File: config.mk
export PLATFORM = sky130hd
export DESIGN_NAME = wave_table_sound_channel_flat
export DESIGN_NICKNAME = d
export VERILOG_FILES = /design/src/sv/wtsc_pkg.sv /design/src/sv/wtsc_in_if.sv /design/src/sv/wtsc_out_if.sv /design/src/sv/wtsc_ctrl.sv /design/src/sv/wtsc_wave_mem.sv /design/src/sv/wtsc_out_q.sv /design/src/sv/wave_table_sound_channel.sv /design/src/flat_wrapper.sv
export SDC_FILE = /design/constraint.sdc
export NUM_CORES = 1
export LEC_CHECK = 0
export BUFFER_PORTS_ARGS = -buffer_cell sky130_fd_sc_hd__buf_2
export CORE_MARGIN = 4
export CORE_UTILIZATION = 45
export DETAILED_ROUTE_END_ITERATION = 12
export GPL_TIMING_DRIVEN = 0
export HOLD_SLACK_MARGIN = 0.05
export PLACE_DENSITY = 0.57
export RECOVER_POWER = 25
export SLEW_MARGIN = 15
export SYNTH_ARGS = -nofsm -noshare
export SYNTH_HDL_FRONTEND = slang
export SYNTH_SLANG_ARGS = --single-unit
export TNS_END_PERCENT = 100
File: constraint.sdc
create_clock -name clk -period 9.6 [get_ports clk]
set_clock_uncertainty 0.05 [all_clocks]
set_input_delay 1.44 -clock clk [delete_from_list [all_inputs] [get_ports clk]]
set_output_delay 1.44 -clock clk [all_outputs]
set_load 0.01 [all_outputs]
File: src/sv/wtsc_pkg.sv
`timescale 1ns / 1ps
// Package for the wave-table sound channel: operation codes, register
// offsets, volume table and the structs passed between its modules.
// No dependencies.
package wtsc_pkg;

  localparam logic [1:0] OP_READ  = 2'd0;
  localparam logic [1:0] OP_WRITE = 2'd1;
  localparam logic [1:0] OP_TICK  = 2'd2;
  localparam logic [1:0] OP_LEN   = 2'd3;

  localparam logic [7:0] ADDR_CTRL    = 8'h70;
  localparam logic [7:0] ADDR_LV_LO   = 8'h72;
  localparam logic [7:0] ADDR_LV_HI   = 8'h73;
  localparam logic [7:0] ADDR_FREQ_LO = 8'h74;
  localparam logic [7:0] ADDR_FREQ_HI = 8'h75;
  localparam logic [7:0] ADDR_WAVE_LO = 8'h90;
  localparam logic [7:0] ADDR_WAVE_HI = 8'h9F;

  localparam logic [7:0] LV_RD_MASK = 8'hE0;
  localparam logic [7:0] FC_RD_MASK = 8'h40;

  // Read data source codes
  localparam logic [1:0] RD_ZERO = 2'd0;
  localparam logic [1:0] RD_REG  = 2'd1;
  localparam logic [1:0] RD_WAVE = 2'd2;

  localparam int unsigned QDEPTH = 3;

  localparam logic [2:0] VOL_TABLE [4] = '{3'd0, 3'd4, 3'd2, 3'd1};
  localparam logic [2:0] VOL_FORCE = 3'd3;

  typedef struct packed {
    logic       we;
    logic [4:0] widx;
    logic [7:0] wdata;
    logic [4:0] amp_idx;
    logic [4:0] bus_idx;
  } mem_req_t;

  typedef struct packed {
    logic [1:0] rd_src;
    logic [7:0] rd_reg;
    logic       nib_lo;
    logic [2:0] vol;
    logic       gate;
    logic       playing;
  } s1_t;

  typedef struct packed {
    logic [7:0] read_data;
    logic [3:0] amplitude;
    logic       playing;
  } result_t;

  // (2048 - f) * 8, at most 16384
  function automatic logic [14:0] period_len(input logic [10:0] f);
    logic [11:0] d;
    d = 12'd2048 - {1'b0, f};
    return {d, 3'b000};
  endfunction

  // (256 - n) * 2, at most 512
  function automatic logic [9:0] length_len(input logic [7:0] n);
    logic [8:0] d;
    d = 9'd256 - {1'b0, n};
    return {d, 1'b0};
  endfunction

endpackage

File: src/sv/wtsc_in_if.sv
`timescale 1ns / 1ps
// Input channel interface: valid/ready handshake carrying one bus or tick item.
// No dependencies.
interface wtsc_in_if;
  logic       valid;
  logic       ready;
  logic [1:0] op;
  logic [7:0] address;
  logic [7:0] write_data;

  modport source (output valid, output op, output address, output write_data, input ready);
  modport sink   (input valid, input op, input address, input write_data, output ready);
endinterface

File: src/sv/wtsc_out_if.sv
`timescale 1ns / 1ps
// Result channel interface: valid/ready handshake carrying read data, amplitude
// and the playing flag. No dependencies.
interface wtsc_out_if;
  logic       valid;
  logic       ready;
  logic [7:0] read_data;
  logic [3:0] amplitude;
  logic       playing;

  modport source (output valid, output read_data, output amplitude, output playing,
                  input ready);
  modport sink   (input valid, input read_data, input amplitude, input playing,
                  output ready);
endinterface

File: src/sv/wtsc_ctrl.sv
`timescale 1ns / 1ps
// Register file, period/length counters and wave position of the channel.
// Produces the wave memory request and the stage-one result fields. Uses wtsc_pkg.
module wtsc_ctrl (
  input  logic                clk,
  input  logic                rst_n,
  input  logic                acc,
  input  logic [1:0]          op,
  input  logic [7:0]          address,
  input  logic [7:0]          write_data,
  output wtsc_pkg::mem_req_t  mem_req,
  output wtsc_pkg::s1_t       s1_r,
  output logic                s1_valid_r
);

  logic [2:0]  sel_r,  sel_nxt;
  logic [15:0] lv_r,   lv_nxt;
  logic [15:0] fc_r,   fc_nxt;
  logic        en_r,   en_nxt;
  logic [9:0]  len_r,  len_nxt;
  logic [5:0]  pos_r,  pos_nxt;
  logic [14:0] per_r,  per_nxt;
  logic        run_r,  run_nxt;
  wtsc_pkg::s1_t s1_nxt;

  logic        is_wave;
  logic [4:0]  bus_idx;
  logic [5:0]  idx;
  logic [9:0]  len_dec;

  assign is_wave = (address >= wtsc_pkg::ADDR_WAVE_LO) && (address <= wtsc_pkg::ADDR_WAVE_HI);
  // In one-bank mode the bus reaches the bank that is not playing
  assign bus_idx = {~sel_r[1], address[3:0]};
  assign len_dec = len_r - 10'd1;

  always_comb begin
    sel_nxt = sel_r;
    lv_nxt  = lv_r;
    fc_nxt  = fc_r;
    en_nxt  = en_r;
    len_nxt = len_r;
    pos_nxt = pos_r;
    per_nxt = per_r;
    run_nxt = run_r;
    s1_nxt  = '0;
    s1_nxt.rd_src = wtsc_pkg::RD_ZERO;

    unique case (op)
      wtsc_pkg::OP_READ: begin
        if (is_wave) begin
          s1_nxt.rd_src = wtsc_pkg::RD_WAVE;
        end else begin
          unique case (address)
            wtsc_pkg::ADDR_CTRL: begin
              s1_nxt.rd_src = wtsc_pkg::RD_REG;
              s1_nxt.rd_reg = {sel_r, 5'b00000};
            end
            wtsc_pkg::ADDR_LV_HI: begin
              s1_nxt.rd_src = wtsc_pkg::RD_REG;
              s1_nxt.rd_reg = lv_r[15:8] & wtsc_pkg::LV_RD_MASK;
            end
            wtsc_pkg::ADDR_FREQ_HI: begin
              s1_nxt.rd_src = wtsc_pkg::RD_REG;
              s1_nxt.rd_reg = fc_r[15:8] & wtsc_pkg::FC_RD_MASK;
            end
            default: ;
          endcase
        end
      end
      wtsc_pkg::OP_WRITE: begin
        unique case (address)
          wtsc_pkg::ADDR_CTRL:    sel_nxt = write_data[7:5];
          wtsc_pkg::ADDR_LV_LO:   lv_nxt  = {lv_r[15:8], write_data};
          wtsc_pkg::ADDR_LV_HI:   lv_nxt  = {write_data, lv_r[7:0]};
          wtsc_pkg::ADDR_FREQ_LO: fc_nxt  = {fc_r[15:8], write_data};
          wtsc_pkg::ADDR_FREQ_HI: begin
            fc_nxt = {write_data, fc_r[7:0]};
            // Trigger: restart playback
            if (write_data[7]) begin
              en_nxt  = 1'b1;
              len_nxt = wtsc_pkg::length_len(lv_r[7:0]);
              pos_nxt = '0;
              per_nxt = wtsc_pkg::period_len({write_data[2:0], fc_r[7:0]});
              run_nxt = 1'b1;
            end
          end
          default: ;
        endcase
      end
      wtsc_pkg::OP_TICK: begin
        if (run_r) begin
          if (per_r <= 15'd1) begin
            pos_nxt = sel_r[0] ? (pos_r + 6'd1) : {1'b0, pos_r[4:0] + 5'd1};
            per_nxt = wtsc_pkg::period_len(fc_r[10:0]);
          end else begin
            per_nxt = per_r - 15'd1;
          end
        end
      end
      wtsc_pkg::OP_LEN: begin
        if (fc_r[14] && (len_r != '0)) begin
          len_nxt = len_dec;
          if (len_dec == '0) en_nxt = 1'b0;
        end
      end
      default: ;
    endcase

    // One-bank mode with the bank bit set plays the upper half
    idx = pos_nxt;
    if (sel_nxt[1] && !sel_nxt[0]) idx[5] = ~pos_nxt[5];

    s1_nxt.nib_lo  = idx[0];
    s1_nxt.playing = en_nxt;
    s1_nxt.gate    = en_nxt && sel_nxt[2];
    s1_nxt.vol     = lv_nxt[15] ? wtsc_pkg::VOL_FORCE : wtsc_pkg::VOL_TABLE[lv_nxt[14:13]];
  end

  always_comb begin
    mem_req.we      = acc && (op == wtsc_pkg::OP_WRITE) && is_wave;
    mem_req.widx    = bus_idx;
    mem_req.wdata   = write_data;
    mem_req.amp_idx = idx[5:1];
    mem_req.bus_idx = bus_idx;
  end

  always_ff @(posedge clk) begin
    if (!rst_n) begin
      sel_r      <= '0;
      lv_r       <= '0;
      fc_r       <= '0;
      en_r       <= 1'b0;
      len_r      <= '0;
      pos_r      <= '0;
      per_r      <= '0;
      run_r      <= 1'b0;
      s1_valid_r <= 1'b0;
    end else begin
      s1_valid_r <= acc;
      if (acc) begin
        sel_r <= sel_nxt;
        lv_r  <= lv_nxt;
        fc_r  <= fc_nxt;
        en_r  <= en_nxt;
        len_r <= len_nxt;
        pos_r <= pos_nxt;
        per_r <= per_nxt;
        run_r <= run_nxt;
      end
    end
  end

  always_ff @(posedge clk) begin
    if (acc) begin
      s1_r <= s1_nxt;
    end
  end

endmodule

File: src/sv/wtsc_wave_mem.sv
`timescale 1ns / 1ps
// Wave byte memory, 32 x 8, one write and two registered reads per cycle.
// Valid bits stand in for the zero reset; an amplitude read of the entry written in the
// same cycle returns the new byte. Uses wtsc_pkg.
module wtsc_wave_mem (
  input  logic               clk,
  input  logic               rst_n,
  input  wtsc_pkg::mem_req_t req,
  output logic [7:0]         amp_byte,
  output logic [7:0]         bus_byte
);

  logic [7:0] mem [32];
  logic [31:0] vld_r;
  logic [7:0] amp_raw_r, bus_raw_r, wdata_r;
  logic       amp_v_r, bus_v_r, amp_fwd_r;

  always_ff @(posedge clk) begin
    if (req.we) mem[req.widx] <= req.wdata;
    amp_raw_r <= mem[req.amp_idx];
    bus_raw_r <= mem[req.bus_idx];
    wdata_r   <= req.wdata;
  end

  always_ff @(posedge clk) begin
    if (!rst_n) begin
      vld_r     <= '0;
      amp_v_r   <= 1'b0;
      bus_v_r   <= 1'b0;
      amp_fwd_r <= 1'b0;
    end else begin
      if (req.we) vld_r[req.widx] <= 1'b1;
      amp_v_r   <= vld_r[req.amp_idx];
      bus_v_r   <= vld_r[req.bus_idx];
      amp_fwd_r <= req.we && (req.widx == req.amp_idx);
    end
  end

  assign amp_byte = amp_fwd_r ? wdata_r : (amp_v_r ? amp_raw_r : 8'h00);
  assign bus_byte = bus_v_r ? bus_raw_r : 8'h00;

endmodule

File: src/sv/wtsc_out_q.sv
`timescale 1ns / 1ps
// Three-entry result queue between the datapath and the result channel.
// Uses wtsc_pkg.
module wtsc_out_q (
  input  logic              clk,
  input  logic              rst_n,
  input  logic              push,
  input  wtsc_pkg::result_t din,
  input  logic              pop,
  output wtsc_pkg::result_t dout,
  output logic [1:0]        cnt_r
);

  wtsc_pkg::result_t q_r [wtsc_pkg::QDEPTH];
  logic [1:0] wp_r, rp_r, cnt_nxt;

  function automatic logic [1:0] ptr_inc(input logic [1:0] p);
    return (p == 2'(wtsc_pkg::QDEPTH - 1)) ? 2'd0 : p + 2'd1;
  endfunction

  always_comb begin
    cnt_nxt = cnt_r;
    if (push && !pop) cnt_nxt = cnt_r + 2'd1;
    if (!push && pop) cnt_nxt = cnt_r - 2'd1;
  end

  always_ff @(posedge clk) begin
    if (!rst_n) begin
      wp_r  <= '0;
      rp_r  <= '0;
      cnt_r <= '0;
    end else begin
      if (push) wp_r <= ptr_inc(wp_r);
      if (pop)  rp_r <= ptr_inc(rp_r);
      cnt_r <= cnt_nxt;
    end
  end

  always_ff @(posedge clk) begin
    if (push) q_r[wp_r] <= din;
  end

  assign dout = q_r[rp_r];

endmodule

File: src/sv/wave_table_sound_channel.sv
`timescale 1ns / 1ps
// Wave-table sound channel, top level.
// Path: an accepted item updates the state registers and the wave memory read registers,
// then its result is written to the result queue and offered from there.
// Throughput: one item per cycle while in_ch.ready is high; the three-entry result queue absorbs stalls.
// Reset (rst_n, synchronous): all registers, counters and wave bytes read zero.
module wave_table_sound_channel (
  input  logic        clk,
  input  logic        rst_n,
  wtsc_in_if.sink     in_ch,
  wtsc_out_if.source  out_ch
);

  wtsc_pkg::mem_req_t mem_req;
  wtsc_pkg::s1_t      s1_r;
  wtsc_pkg::result_t  res, q_dout;
  logic               s1_valid_r, in_acc, pop;
  logic [7:0]         amp_byte, bus_byte;
  logic [3:0]         nib;
  logic [5:0]         prod;
  logic [1:0]         q_cnt;
  logic [2:0]         fill;

  assign fill         = {2'b00, s1_valid_r} + {1'b0, q_cnt};
  assign in_ch.ready  = fill < 3'(wtsc_pkg::QDEPTH);
  assign in_acc       = in_ch.valid && in_ch.ready;

  wtsc_ctrl u_ctrl (
    .clk        (clk),
    .rst_n      (rst_n),
    .acc        (in_acc),
    .op         (in_ch.op),
    .address    (in_ch.address),
    .write_data (in_ch.write_data),
    .mem_req    (mem_req),
    .s1_r       (s1_r),
    .s1_valid_r (s1_valid_r)
  );

  wtsc_wave_mem u_mem (
    .clk      (clk),
    .rst_n    (rst_n),
    .req      (mem_req),
    .amp_byte (amp_byte),
    .bus_byte (bus_byte)
  );

  assign nib  = s1_r.nib_lo ? amp_byte[3:0] : amp_byte[7:4];
  assign prod = {2'b00, nib} * {3'b000, s1_r.vol};

  always_comb begin
    res.playing   = s1_r.playing;
    res.amplitude = s1_r.gate ? prod[5:2] : 4'd0;
    case (s1_r.rd_src)
      wtsc_pkg::RD_REG:  res.read_data = s1_r.rd_reg;
      wtsc_pkg::RD_WAVE: res.read_data = bus_byte;
      default:           res.read_data = 8'h00;
    endcase
  end

  assign pop = out_ch.valid && out_ch.ready;

  wtsc_out_q u_q (
    .clk   (clk),
    .rst_n (rst_n),
    .push  (s1_valid_r),
    .din   (res),
    .pop   (pop),
    .dout  (q_dout),
    .cnt_r (q_cnt)
  );

  assign out_ch.valid     = q_cnt != 2'd0;
  assign out_ch.read_data = q_dout.read_data;
  assign out_ch.amplitude = q_dout.amplitude;
  assign out_ch.playing   = q_dout.playing;

  a_no_overflow: assert property (@(posedge clk) disable iff (!rst_n)
    s1_valid_r |-> (q_cnt != 2'(wtsc_pkg::QDEPTH)))
    else $error("result queue overflow");

  a_amp_needs_play: assert property (@(posedge clk) disable iff (!rst_n)
    (out_ch.valid && (out_ch.amplitude != 4'd0)) |-> out_ch.playing)
    else $error("nonzero amplitude while channel disabled");

  a_trigger_enables: assert property (@(posedge clk) disable iff (!rst_n)
    (in_acc && (in_ch.op == wtsc_pkg::OP_WRITE) &&
     (in_ch.address == wtsc_pkg::ADDR_FREQ_HI) && in_ch.write_data[7])
    |=> (s1_valid_r && s1_r.playing))
    else $error("trigger write did not enable the channel");

  a_read_only_on_read: assert property (@(posedge clk) disable iff (!rst_n)
    (in_acc && (in_ch.op != wtsc_pkg::OP_READ)) |=> (s1_r.rd_src == wtsc_pkg::RD_ZERO))
    else $error("read data selected for a non-read transaction");

endmodule
File: src/flat_wrapper.sv
// flat-port wrapper written by rule: the top's interface ports become plain ports
module wave_table_sound_channel_flat 
  (clk, rst_n, in_ch_valid, in_ch_op, in_ch_address, in_ch_write_data, in_ch_ready, out_ch_valid, out_ch_read_data, out_ch_amplitude, out_ch_playing, out_ch_ready);
  wtsc_in_if in_ch_i ();
  wtsc_out_if out_ch_i ();
  input  logic clk;
  input  logic rst_n;
  input wire logic [$bits(in_ch_i.valid)-1:0] in_ch_valid;
  input wire logic [$bits(in_ch_i.op)-1:0] in_ch_op;
  input wire logic [$bits(in_ch_i.address)-1:0] in_ch_address;
  input wire logic [$bits(in_ch_i.write_data)-1:0] in_ch_write_data;
  output wire logic [$bits(in_ch_i.ready)-1:0] in_ch_ready;
  output wire logic [$bits(out_ch_i.valid)-1:0] out_ch_valid;
  output wire logic [$bits(out_ch_i.read_data)-1:0] out_ch_read_data;
  output wire logic [$bits(out_ch_i.amplitude)-1:0] out_ch_amplitude;
  output wire logic [$bits(out_ch_i.playing)-1:0] out_ch_playing;
  input wire logic [$bits(out_ch_i.ready)-1:0] out_ch_ready;
  assign in_ch_i.valid = in_ch_valid;
  assign in_ch_i.op = in_ch_op;
  assign in_ch_i.address = in_ch_address;
  assign in_ch_i.write_data = in_ch_write_data;
  assign in_ch_ready = in_ch_i.ready;
  assign out_ch_valid = out_ch_i.valid;
  assign out_ch_read_data = out_ch_i.read_data;
  assign out_ch_amplitude = out_ch_i.amplitude;
  assign out_ch_playing = out_ch_i.playing;
  assign out_ch_i.ready = out_ch_ready;
  wave_table_sound_channel u_core (.clk(clk), .rst_n(rst_n), .in_ch(in_ch_i), .out_ch(out_ch_i));
endmodule
Word-level counts from Yosys, hierarchy flattened
Memories as Yosys holds them, arrays and structs flattened. A register that Yosys moved wholly into a read port is not among the register bits.
Index checks and enable logic that the tools add are counted.

operators by class
  $add $sub $neg = 12
  multiply operators = 1
  magnitude comparators = 8
  equal/unequal tests = 17
  multiplexer cells = 53
  bitwise operators = 9
  reductions and logical operators = 30

operator list
  cell                                                                               count
  15-bit 2-to-1 mux                                                                  4
  15-bit one-hot mux with 2 select lines                                             2
  8-bit by 7-bit == test with 1-bit output, second input constant                    5
  32-bit OR                                                                          1
  16-bit one-hot mux with 2 select lines                                             1
  10-bit 2-to-1 mux                                                                  3
  6-bit 2-to-1 mux                                                                   5
  9-bit one-hot mux with 3 select lines                                              1
  8-bit 2-to-1 mux                                                                   3
  12-bit by 11-bit subtractor with 12-bit output, first input constant               2
  10-bit one-hot mux with 2 select lines                                             1
  4-bit AND reduction                                                                5
  16-bit 2-to-1 mux                                                                  1
  8-bit one-hot mux with 2 select lines                                              1
  15-bit by 1-bit less-or-equal comparator with 1-bit output, second input constant  1
  15-bit by 1-bit subtractor with 15-bit output, second input constant               1
  2-bit 2-to-1 mux                                                                   7
  1-bit logical AND                                                                  12
  5-bit by 6-bit less-than comparator with 1-bit output, second input constant       2
  1-bit 2-to-1 mux                                                                   12
  3-bit 2-to-1 mux                                                                   4
  6-bit one-hot mux with 2 select lines                                              1
  1-bit binary-select mux with 5-bit select                                          2
  2-bit == test, second input constant                                               5
  other kinds (30)                                                                   48

storage, ports and cells
  register bits = 133
  RAM bits = 295
  input bits = 22
  output and inout port bits = 15
  memories = 2

memories
  name              words  bits a word  read ports  clocked after Yosys merged registers in  write ports  line                 RTL
  u_core.u_mem.mem  32     8            2           2                                        1            wtsc_wave_mem.sv:13  logic [7:0] mem [32];
  u_core.u_q.q_r    3      13           1           1                                        1            wtsc_out_q.sv:14     wtsc_pkg::result_t q_r [wtsc_pkg::QDEPTH];

Depth between registers and ports, before layout
  word-level depth = 9
  depth in mapped cells = 13
  depth with buffers taken out = 12

Hierarchy
From an unflattened synthesis, not the netlist that was laid out.

second synthesis, totals
  cells, all modules = 1462
  area total of the unflattened synthesis = 21050.2 sq um

by module, submodules not included
  module                    instances  cells each  area an instance (sq um)  sequential area each (sq um)
  wtsc_wave_mem             1          688         14074.7                   8868.5
  wtsc_ctrl                 1          599         4750.8                    1531.5
  wtsc_out_q                1          112         1747.9                    1331.3
  wave_table_sound_channel  1          63          476.7                     0.0

Least setup slack after synthesis
OpenSTA, ideal clock, no wires.

  kind = input to register
  start point = input in_ch_address[2]
  end point = register u_core.u_mem.amp_v_r
  setup time = 0.086 ns
  arrival time = 3.998 ns
  data required time = 9.464 ns
  slack = 5.467 ns
  stages on the path = 11
  path buffers = 4
  cell sequence = clkbuf_1 > nand4bb_1 > o32a_1 > a221oi_1 > buf_2 > buf_1 > clkbuf_1 > nand2_1 > a31oi_1 > o221ai_1 > a211oi_1

on the way
  longest elaborated chain between the ends = 8
  elaborated cells between the ends (all ways) = 12
  those cells by class = eq/ne (2); mux (7); bitwise (1); reduce/logical (2)

RTL lines
  item                                         line                 RTL
  start: declaration                           flat_wrapper.sv:10   input wire logic [$bits(in_ch_i.address)-1:0] in_ch_address;
  8-bit by 7-bit == test with 1-bit output     wtsc_ctrl.sv:71      unique case (address)
  3-bit 2-to-1 mux                             wtsc_ctrl.sv:71
  3-bit 2-to-1 mux                             wtsc_ctrl.sv:48      unique case (op)
  1-bit logical NOT                            wtsc_ctrl.sv:111     if (sel_nxt[1] && !sel_nxt[0]) idx[5] = ~pos_nxt[5];
  1-bit logical AND                            wtsc_ctrl.sv:111
  1-bit 2-to-1 mux                             wtsc_ctrl.sv:111
  1-bit binary-select mux with 5-bit select *  wtsc_wave_mem.sv:33  amp_v_r <= vld_r[req.amp_idx];
  1-bit 2-to-1 mux (implied by the code) *     wtsc_wave_mem.sv:33
  end signal: assignment                       wtsc_wave_mem.sv:33
  end: declaration                             wtsc_wave_mem.sv:16  logic amp_v_r, bus_v_r, amp_fwd_r;

Every way passes the cells marked *; elsewhere a longest branch is shown, timed or not. The select of a mux whose other input is x is not followed.
A chain may end at the register's enable or synchronous reset.

Final worst setup path
  start point = input in_ch_write_data[7]
  end point = register u_core.u_mem.amp_raw_r[5] (read register of u_core.u_mem.mem)

on the way
  longest elaborated chain between the ends = 5

RTL lines
  item                                     line                 RTL
  start: declaration                       flat_wrapper.sv:11   input wire logic [$bits(in_ch_i.write_data)-1:0] in_ch_write_data;
  6-bit 2-to-1 mux *                       wtsc_ctrl.sv:79      if (write_data[7]) begin
  6-bit 2-to-1 mux *                       wtsc_ctrl.sv:71
  6-bit one-hot mux with 2 select lines *  wtsc_ctrl.sv:48
  1-bit inverter                           wtsc_ctrl.sv:111
  1-bit 2-to-1 mux                         wtsc_ctrl.sv:111
  end: declaration                         wtsc_wave_mem.sv:15  logic [7:0] amp_raw_r, bus_raw_r, wdata_r;

Every way passes the cells marked *; elsewhere a longest branch is shown, timed or not.

==> flow_metrics.env <==
export IMPL_crit_path_top_delay_cell="clkbuf_1"
export IMPL_r2r_end="u_core.u_mem.amp_raw_r[5]"
export IMPL_track_usage=0.240
export IMPL_async_reset_ff_frac=0
export IMPL_cts_tree="built"
export IMPL_start_util=0.457
export IMPL_yosysSeqAreaShare=0.564
export IMPL_violations="max-capacitance violations, max-slew violations"
export IMPL_crit_path_end="u_core.u_mem.amp_raw_r[5]"
export IMPL_final_antenna_net_count=0
export IMPL_synth_cells=1702
export IMPL_yosysWarnings=0
export IMPL_ir_drop_uv=146
export IMPL_overflow=0
export IMPL_drt_iter0_markers=1446
export IMPL_grt_pass1_vias=14104
export IMPL_period_minus_slack_ps=6660
export IMPL_post_route_drc_count=0
export IMPL_cp_required_ps=9960
export IMPL_layout_drive_gt1_share=0.134
export IMPL_path_common_cell="clkbuf_1"
export IMPL_synth_most_common_cell="edfxtp_1"
export IMPL_nNetsFinal=1832
export IMPL_core_area_um2=45600
export IMPL_placed_cells=2336
export IMPL_crit_path_cell_trace="clkbuf_1 -> clkbuf_1 -> nand2_1 -> o32a_1 -> and2_1 -> nor3_2 -> buf_2 -> clkbuf_1 -> a31oi_1 -> a221oi_1 -> o2111ai_1"
export IMPL_maxCapViolCount=8
export IMPL_synthToLayoutAreaGrowth_pct=11.8
export IMPL_hpwl_um=42500
export IMPL_path_clk_slew_ps=70
export IMPL_hold_buffers=0
export IMPL_p_per_area_nw_per_um2=192
export IMPL_end_kind="flip-flop"
export IMPL_slowest_delay_ps=1240
export IMPL_yosysUniqueCellTypes=73
export IMPL_rows=78
export IMPL_ctsRootBufferMaster="clkbuf_16"
export IMPL_slew_violations=308
export IMPL_fmax_mhz=150
export IMPL_die_w_um=223
export IMPL_setup_violations_final=0
export IMPL_globalplace_congestion=0.909
export IMPL_hold_violations=0
export IMPL_crit_type="in -> reg"
export IMPL_r2r_slack_ps=4410
export IMPL_synth_top_area_frac=0.441
export IMPL_routed_via_density=6.06
export IMPL_synth_edf_count=306
export IMPL_cp_startpoint="in_ch_write_data[7]"
export IMPL_slew_headroom=-0.523
export IMPL_fp_dieH_um=223
export IMPL_antenna_cells=0
export IMPL_hp_class="reg -> reg"
export IMPL_port_buffers=31
export IMPL_synth_top_area_cell="edfxtp_1"
export IMPL_clock_sinks=433
export IMPL_crit_buf_inv=4
export IMPL_rsz0062_at_grt="no"
export IMPL_synth_commonest_cells="edfxtp_1, nand2_1, dfxtp_1, mux4_2, nor2_1"
export IMPL_drt_pass1_iter_count=5
export IMPL_cts_buffers=48
export IMPL_synth_area_um2=20800
export IMPL_critical_path_startpoint_type="input pin"
export IMPL_tightest_slew_ps=2280
export IMPL_cts_buffer_depth=3
export IMPL_crit_cells=11
export IMPL_post_cts_buffers=0
export IMPL_ios=37
export IMPL_clkLatencyLatePin_ps=590
export IMPL_synth_seq_cells=433
export IMPL_synth_ff_type="edfxtp_1"
export IMPL_crit_family="buffers and inverters"
export IMPL_stdcell_count=2423
export IMPL_vias=14681
export IMPL_rr_worst_depth=10
export IMPL_netlist_top_cells_area="edfxtp_1, dfxtp_1, mux4_2"
export IMPL_fin_setup_tns_ps=0
export IMPL_fin_crit_sh=0.694
export IMPL_antenna_found_initial=4
export IMPL_p_leak_nw=7.92
export IMPL_synth_nets=1748
export IMPL_grt_pass1_wl_um=89800
export IMPL_cp_arrival_ps=7020
export IMPL_cts_repair_resized=0
export IMPL_die_area_um2=49800
export IMPL_h_tree_depth=2
export IMPL_grt_max_degree=42
export IMPL_status="finished with violations"
export IMPL_reg2reg_from="u_core.u_ctrl.per_r[9]"
export IMPL_wirelength_um=61000
export IMPL_avgSynthCellArea_um2=12.2
export IMPL_crit_fanout=34
export IMPL_wire_per_inst_um=25.2
==> stage by stage <==
| stage | power (mW) | setup slack, ps | hold slack, ps | cell area (µm²) | utilization |
|---|---|---|---|---|---|
| final | 4.48 | 2940 | 417 | 23300 | 0.511 |
| after global routing | 4.63 | 2850 | 451 | 23300 | 0.511 |
| after CTS | 4.51 | 3830 | 420 | 23300 | 0.511 |
| after detailed placement | 2.72 | 3180 | 409 | 21800 | 0.477 |
| after global placement | 2.71 | 3260 | 397 | 21700 | 0.477 |
| after floorplan | 2.48 | 5470 | 390 | 20800 | - |
==> registers in the layout (all words and copies together) (netlist names), 10 cells and up, named ones only <==
register and flops:
u_core.u_ctrl.s1_r 11, u_core.u_mem.mem 256, u_core.u_ctrl.lv_r 11, u_core.u_ctrl.per_r 15, u_core.u_mem.vld_r 32, u_core.u_ctrl.len_r 10
u_core.u_ctrl.fc_r 12, u_core.u_q.q_r 39
==> layout by cell type, fill, tap and decap left out, types with 9 or more instances in the layout <==
master	Yosys	routed
clkinv_1	2	13
a31oi_1	26	26
and3_1	41	41
nor2b_1	45	45
buf_2	17	40
mux4_2	88	88
and2_1	20	16
nor2_1	87	87
a21oi_1	46	46
mux2i_1	85	85
inv_1	27	27
xor2_1	15	15
a221oi_1	20	20
mux2_2	23	23
nor3_1	26	25
a22oi_1	13	13
nand2_1	280	280
o22ai_1	12	12
clkbuf_16	0	52
xnor2_1	18	18
a21boi_0	9	9
o21ai_0	57	57
dfxtp_1	127	127
nand3_1	37	37
o21a_1	34	34
nor4_1	9	9
clkbuf_1	65	81
clkinv_2	0	10
o2111ai_1	11	11
buf_1	14	14
edfxtp_1	306	306
ha_1	21	21
or3_1	9	9
nand2b_1	11	11
==> worst min-delay path, stage by stage, from the launching register on <==
cell and delay (ps):
dfxtp_1 310, nand2_1 50, a21boi_0 60
==> per-layer routing <==
metal	wire, µm	share of wire	global-route usage
met5	25	0.00041	0
met4	2510	0.041	0.0952
met3	5090	0.083	0.0524
met2	28500	0.47	0.385
met1	24900	0.41	0.320
==> layout make-up <==
type	instances	area [µm²]
fillers	4011	22300
flip-flops and latches	433	11700
multi-input cells	1138	8540
clock buffers	60	1350
well taps	600	751
plain buffers	102	434
clock inverters	27	191
repair buffers	34	160
inverters	29	109
==> where the power goes <==
| group | switching (mW) | leakage (nW) | internal, mW |
|---|---|---|---|
| sequential | 0.0231 | 3.81 | 2.04 |
| clock | 0.747 | 0.758 | 1.05 |
| combinational | 0.402 | 3.35 | 0.212 |
| total | 1.17 | 7.92 | 3.30 |
==> logic make-up after synthesis <==
logic type      synth area share
xor+xnor                  0.0139
simple gates               0.135
mux                        0.157
buf+inv                   0.0261
compound gates            0.0894
flops                      0.564
fa+ha+maj                 0.0155
==> worst min-delay path by stage <==
stage	from	endpoint	slack, ps	cells after the start
6_report	u_core.u_ctrl.en_r	u_core.u_ctrl.en_r	420	2
5_1_grt	u_core.u_ctrl.s1_r[0]	u_core.u_q.q_r[0][0]	450	0
4_1_cts	u_core.u_ctrl.en_r	u_core.u_ctrl.en_r	420	2
3_5_place_dp	u_core.u_ctrl.s1_r[0]	u_core.u_q.q_r[2][0]	410	0
3_3_place_gp	u_core.u_ctrl.s1_r[0]	u_core.u_q.q_r[0][0]	400	0
2_1_floorplan	u_core.u_ctrl.s1_r[0]	u_core.u_q.q_r[0][0]	390	0
Power figures use the tool's default switching activity.
